### src/rtl/va3_pkg.sv
// shared constants, types and the arctangent table for the vector angle block
package va3_pkg;

	localparam int STEPS = 61;
	localparam logic signed [63:0] PI_Q60 = 64'sh3243F6A8885A308D;
	localparam logic signed [63:0] HALF_PI_Q60 = 64'sh1921FB54442D1846;
	localparam logic signed [63:0] QUARTER_PI_Q60 = 64'sh0C90FDAA22168C23;

	// one cordic lane: vector and angle accumulator
	typedef struct packed {
		logic valid;
		logic zero;
		logic done;
		logic signed [63:0] x;
		logic signed [63:0] y;
		logic signed [63:0] z;
	} lane_t;

	// arctangent of 2^-i in q60, alternating series with truncated terms
	function automatic logic signed [63:0] atan_q60(input int i);
		logic signed [63:0] acc;
		int e;
		acc = 64'sd0;
		if (i == 0) begin
			acc = QUARTER_PI_Q60;
		end else begin
			for (int k = 0; k < 31; k++) begin
				e = 60 - i * (2 * k + 1);
				if (e >= 0) begin
					if (k % 2 == 1)
						acc = acc - 64'(((64'd1 << e) / 64'(2 * k + 1)));
					else
						acc = acc + 64'(((64'd1 << e) / 64'(2 * k + 1)));
				end
			end
		end
		return acc;
	endfunction

endpackage

### src/rtl/va3_cordic_step.sv
// one registered vectoring rotation with a constant shift
module va3_cordic_step #(
	parameter int SHIFT = 0
) (
	input  logic clk,
	input  logic arst_n,
	input  logic en,
	input  va3_pkg::lane_t d,
	output va3_pkg::lane_t q
);

	localparam logic signed [63:0] ATAN = va3_pkg::atan_q60(SHIFT);

	va3_pkg::lane_t nxt;
	va3_pkg::lane_t lane_q;
	logic valid_q;

	always_comb begin
		nxt = d;
		if (!d.done) begin
			if (d.y >= 0) begin
				nxt.x = d.x + (d.y >>> SHIFT);
				nxt.y = d.y - (d.x >>> SHIFT);
				nxt.z = d.z + ATAN;
			end else begin
				nxt.x = d.x - (d.y >>> SHIFT);
				nxt.y = d.y + (d.x >>> SHIFT);
				nxt.z = d.z - ATAN;
			end
		end
	end

	always_ff @(posedge clk or negedge arst_n) begin
		if (!arst_n) begin
			valid_q <= 1'b0;
		end else if (en) begin
			valid_q <= d.valid;
		end
	end

	always_ff @(posedge clk) begin
		if (en) begin
			lane_q <= nxt;
		end
	end

	always_comb begin
		q = lane_q;
		q.valid = valid_q;
	end

endmodule

### config.mk
export PLATFORM = sky130hd
export DESIGN_NAME = va3_cordic_step
export DESIGN_NICKNAME = d
export VERILOG_FILES = /design/src/rtl/va3_pkg.sv /design/src/rtl/va3_cordic_step.sv
export SDC_FILE = /design/constraint.sdc
export NUM_CORES = 1
export LEC_CHECK = 0
export BUFFER_PORTS_ARGS = -buffer_cell sky130_fd_sc_hd__buf_2
export CELL_PAD_IN_SITES_DETAIL_PLACEMENT = 2
export CELL_PAD_IN_SITES_GLOBAL_PLACEMENT = 2
export CORE_AREA = 2 2 257 259
export CTS_CLUSTER_SIZE = 10
export DETAILED_ROUTE_END_ITERATION = 16
export DIE_AREA = 0 0 259 261
export PLACE_DENSITY_LB_ADDON = 0.1
export SLEW_MARGIN = 20
export SYNTH_ARGS = -nofsm -noshare
export SYNTH_HDL_FRONTEND = slang
export SYNTH_SLANG_ARGS = --single-unit
### constraint.sdc
create_clock -name clk -period 1.95 [get_ports clk]
set_input_delay 0.0975 -clock clk [delete_from_list [all_inputs] [get_ports clk]]
set_output_delay 0.0975 -clock clk [all_outputs]
set_load 0.02 [all_outputs]
==> results of run 1 <==
-- kinds of logic after synthesis --
family | synth area share
buffers and inverters | 0.0681
adder cells (fa/ha/maj) | 0.116
AO/OA/AOI/OAI | 0.288
flip-flops | 0.246
XOR/XNOR | 0.0789
AND/OR/NAND/NOR | 0.170
multiplexers | 0.0326
-- stage by stage --
stage | hold WS [ns] | cell area [µm²] | TNS (ns)
floorplan | -0.198 | 25000 | -144.23
global placement | -0.127 | 35400 | -215.47
==> summary.txt, run 1 <==
Synth
  • Synth unique cells: 92
  • Synth Instances: 3080
  • Ys async rst share: 0.00513
  • Post-synth net total: 3493
  • Synthesis Warnings: 0
  • Flops & latches, synth: 195
  • Cell taking the most area after synthesis: edfxtp_1
  • Average size of a mapped cell: 7.71 µm²
  • EDFF count, synth: 194
  • Post-Syn Area: 23700 µm²
  • Ranking of synthesized cells by area: edfxtp_1, ha_1, a21oi_1
  • Sequential area share after synthesis: 0.246
  • Most used DFF post-synth: edfxtp_1
  • Top-count cell post-synth: a21oi_1
  • Area share of the largest cell type after synthesis: 0.245
  • Synth cell count leaders: a21oi_1, nor2_1, nand2_1

Floorplan
  • Row count: 94
  • Die Span Y: 261 µm
  • IO Pins: 393
  • Initial Util: 0.365
  • Chip width: 259 µm

Placement
  • Final weighted congestion in routability-driven placement: 0.983
  • DP Wirelength: 127000 µm
  • Port Buffers: 392

Status
  • Status: did not finish
  • Exit stage: detailed placement
  • Err: [ERROR DPL-0033] detailed placement checks failed during check placement.
==> inputs of run 2 (changes only) <==
==> config.mk (replaced) <==
export PLATFORM = sky130hd
export DESIGN_NAME = va3_cordic_step
export DESIGN_NICKNAME = d
export VERILOG_FILES = /design/src/rtl/va3_pkg.sv /design/src/rtl/va3_cordic_step.sv
export SDC_FILE = /design/constraint.sdc
export NUM_CORES = 1
export LEC_CHECK = 0
export BUFFER_PORTS_ARGS = -buffer_cell sky130_fd_sc_hd__buf_2
export CORE_AREA = 2 2 318 320
export DETAILED_ROUTE_END_ITERATION = 16
export DIE_AREA = 0 0 320 322
export PLACE_DENSITY_LB_ADDON = 0.15
export SLEW_MARGIN = 20
export SYNTH_ARGS = -nofsm -noshare
export SYNTH_HDL_FRONTEND = slang
export SYNTH_SLANG_ARGS = --single-unit
==> summary.txt, run 2 <==
Pwr
  • Comb power frac: 0.571
  • Sw Share: 0.405
  • Clk pwr share: 0.188
  • Int Power: 0.0136 W
  • Max VDD drop: 0.000548 V
  • Pwr dens: 537 nW/µm²
  • Static Leak: 19.0 nW
  • Sequential share of power: 0.241
  • Switching Power: 0.00927 W

Drt
  • Final WL: 121000 µm
  • DR vias: 29173
  • Vias/cell: 4.88
  • Per-cell routed wire length: 20.2 µm
  • Number of DRC markers in iteration 0: 1876
  • DRC viols: 0
  • Length of the first detailed-routing pass in iterations: 6
  • Post-DRT Antenna Nets: 0

Layout
  • Share of final-layout standard cells stronger than drive strength 1: 0.485
  • Design Area, Final: 42600 µm²
  • Commonest cells after routing, fill and taps aside: buf_4, buf_2, a21oi_1, nor2_1, nand2_1
  • Register area: 5850 µm²
  • Most common cell after layout, fill and taps aside: buf_4
  • Final Core Density: 0.428
  • Max reg flops: 194
  • Area of the multi-input gates: 20200 µm²
  • Nets: 5075
  • Fillcell total: 10135
  • Layout area overhead: 79.5%

Placement
  • Pre-CTS worst setup slack: -1.91 ns
  • Instance area at placement: 36000 µm²
  • Final weighted congestion in routability-driven placement: 0.902
  • DP Wirelength: 96100 µm
  • Port Buffers: 392

Synth
  • Synth Instances: 3080
  • Average size of a mapped cell: 7.71 µm²
  • Area share of the largest cell type after synthesis: 0.245
  • Synthesis Warnings: 0
  • Top-count cell post-synth: a21oi_1
  • Ranking of synthesized cells by area: edfxtp_1, ha_1, a21oi_1
  • Post-Syn Area: 23700 µm²
  • Sequential area share after synthesis: 0.246
  • Synth unique cells: 92
  • EDFF count, synth: 194
  • Synth cell count leaders: a21oi_1, nor2_1, nand2_1
  • Flops & latches, synth: 195
  • Cell taking the most area after synthesis: edfxtp_1
  • Ys async rst share: 0.00513
  • Most used DFF post-synth: edfxtp_1
  • Post-synth net total: 3493

Clock tree
  • Clock Pin Slew Worst Setup and Hold Paths: 0.09 ns
  • CTS tree: yes
  • H-tree depth: 4
  • Clock Latency Late Sink: 0.52 ns
  • CTS root buf: clkbuf_16
  • Num Clock Sinks: 195
  • CTS Buf Count: 17
  • CTS Buffer Depth: 2

STA
  • Final critical-path required period: 3.13 ns
  • Worst-margin pin slew: 0.954 ns
  • Slew Limit Headroom: 0.364
  • RSZ-0062 raised after global routing: true
  • Final hold vios: 0
  • Final worst slack: -1.18 ns
  • Setup-failing EPs final: 156
  • Fmax: 319 MHz
  • WHS: 0.0386 ns
  • Period utilisation layout: 1.61
  • Pins Over Slew Limit: 0
  • Clock skew: 0 ns

Critical path
  • Reg2Reg Setup Slack: 1.21 ns
  • Critical Path Start Type: input pin
  • Critical path endpoint category: register
  • Critical Path RT: 2.24 ns
  • Max FO, Critical Path: 5
  • Arr. time, crit path: 3.42 ns
  • Kind of critical path: input pin to register

Floorplan
  • Die Span Y: 322 µm
  • Chip width: 320 µm
  • IO Pins: 393
  • Initial Util: 0.239
  • Die ar.: 103000 µm²
  • Core Box Area: 99600 µm²
  • Row count: 116

Global routing
  • Remaining Overflow, GRT: 0
  • Vias in the first global route: 29389
  • Grt met3 use: 0.0369
  • Largest net degree at the start of global routing: 150
  • GR Layer Usage met2: 0.394
  • GR peak layer: met2
  • First-pass GRT wire length: 179000 µm
  • Initial antenna violation count: 12
  • Global-route usage over all layers: 0.229
  • Met1 track demand over resource: 0.294

Status
  • Status: finished with violations
  • Failing checks: negative setup slack

Worst hold path
  • HP Class: input pin to register

Flow run
  • Max-Cap Viols: 0
==> run 2: metrics by stage <==
stage	power (W)	cells	setup TNS [ns]
CTS	0.0226	5939	-93.93
global route	0.0242	5973	-120.23
finish	0.0229	5977	-106.06
floorplan	0.0112	3080	-144.23
detailed placement	0.0166	5685	-222.14
global placement	0.0167	5685	-221.73
==> run 2: path summary, 6_finish.rpt <==
check	from	end	cells past startpoint
setup / recovery	d[66]	q[183]	21
setup reg to reg	valid_q	valid_q	1
max in group asynchronous	arst_n	valid_q	3
min in group asynchronous	arst_n	valid_q	3
hold / removal	d[183]	q[183]	4
hold reg to reg	valid_q	valid_q	1
==> run 2: final cells by class <==
type | instances | area share
well taps | 1298 | 0.0381
clock buffers | 17 | 0.00998
inverters | 224 | 0.0215
multi-input cells | 2463 | 0.473
clock inverters | 15 | 0.00505
diodes | 4 | 0.000235
flip-flops and latches | 195 | 0.137
repair buffers | 1761 | 0.315
==> run 2: kinds of logic (layout without fill, tap and decap cells) <==
group / after synthesis / count (layout) / synth area share
AOI/OAI and AO/OA: 1094 / 1094 / 0.288
and+or+nand+nor: 859 / 859 / 0.170
buffers and inverters: 422 / 2017 / 0.0681
adders and majority gates: 220 / 220 / 0.116
xor gates and xnor gates: 214 / 214 / 0.0789
DFF: 195 / 195 / 0.246
muxes: 76 / 76 / 0.0326
other: 0 / 4 / 0
==> run 2: critical path, stage by stage <==
cell	delay [ns]
buf_8	0.09
inv_4	0.04
ha_4	0.29
buf_12	0.11
and3_4	0.20
a221o_1	0.21
a211oi_2	0.08
buf_4	0.16
buf_4	0.14
buf_12	0.12
nor4b_4	0.34
o31ai_2	0.09
buf_4	0.18
a21oi_4	0.23
a21oi_4	0.10
o21ai_2	0.17
a31o_1	0.22
mux2i_1	0.10
buf_4	0.20
xor2_2	0.14
o21ai_2	0.08
==> run 2: power groups by stage <==
stage	Combinational, W	Clock (W)	Sequential, W
floorplan	0.00498	0	0.00623
CTS	0.0126	0.00450	0.00553
global placement	0.0111	0	0.00562
global route	0.0140	0.00461	0.00558
detailed placement	0.0110	0	0.00561
finish	0.0131	0.00431	0.00552
==> run 2: repair_timing <==
action / in CTS / in global routing
setup endpoints to repair: 154 / 159
gates cloned: 3 / 0
setup buffers: 137 / 63
pin swaps: 285 / 219
resized for setup: 557 / 181
hold endpoints to repair: 122 / 0
hold buffers: 108 / 0
==> run 2: per-layer routing <==
layer | vias up | part of all wire | wire, µm
met5 | - | 0.00066 | 80
met4 | 12 | 0.025 | 3030
met3 | 136 | 0.045 | 5390
met2 | 711 | 0.48 | 58100
met1 | 13995 | 0.45 | 54200
li1 | 14319 | - | -
No activity file was read; power rests on OpenSTA's default activity.
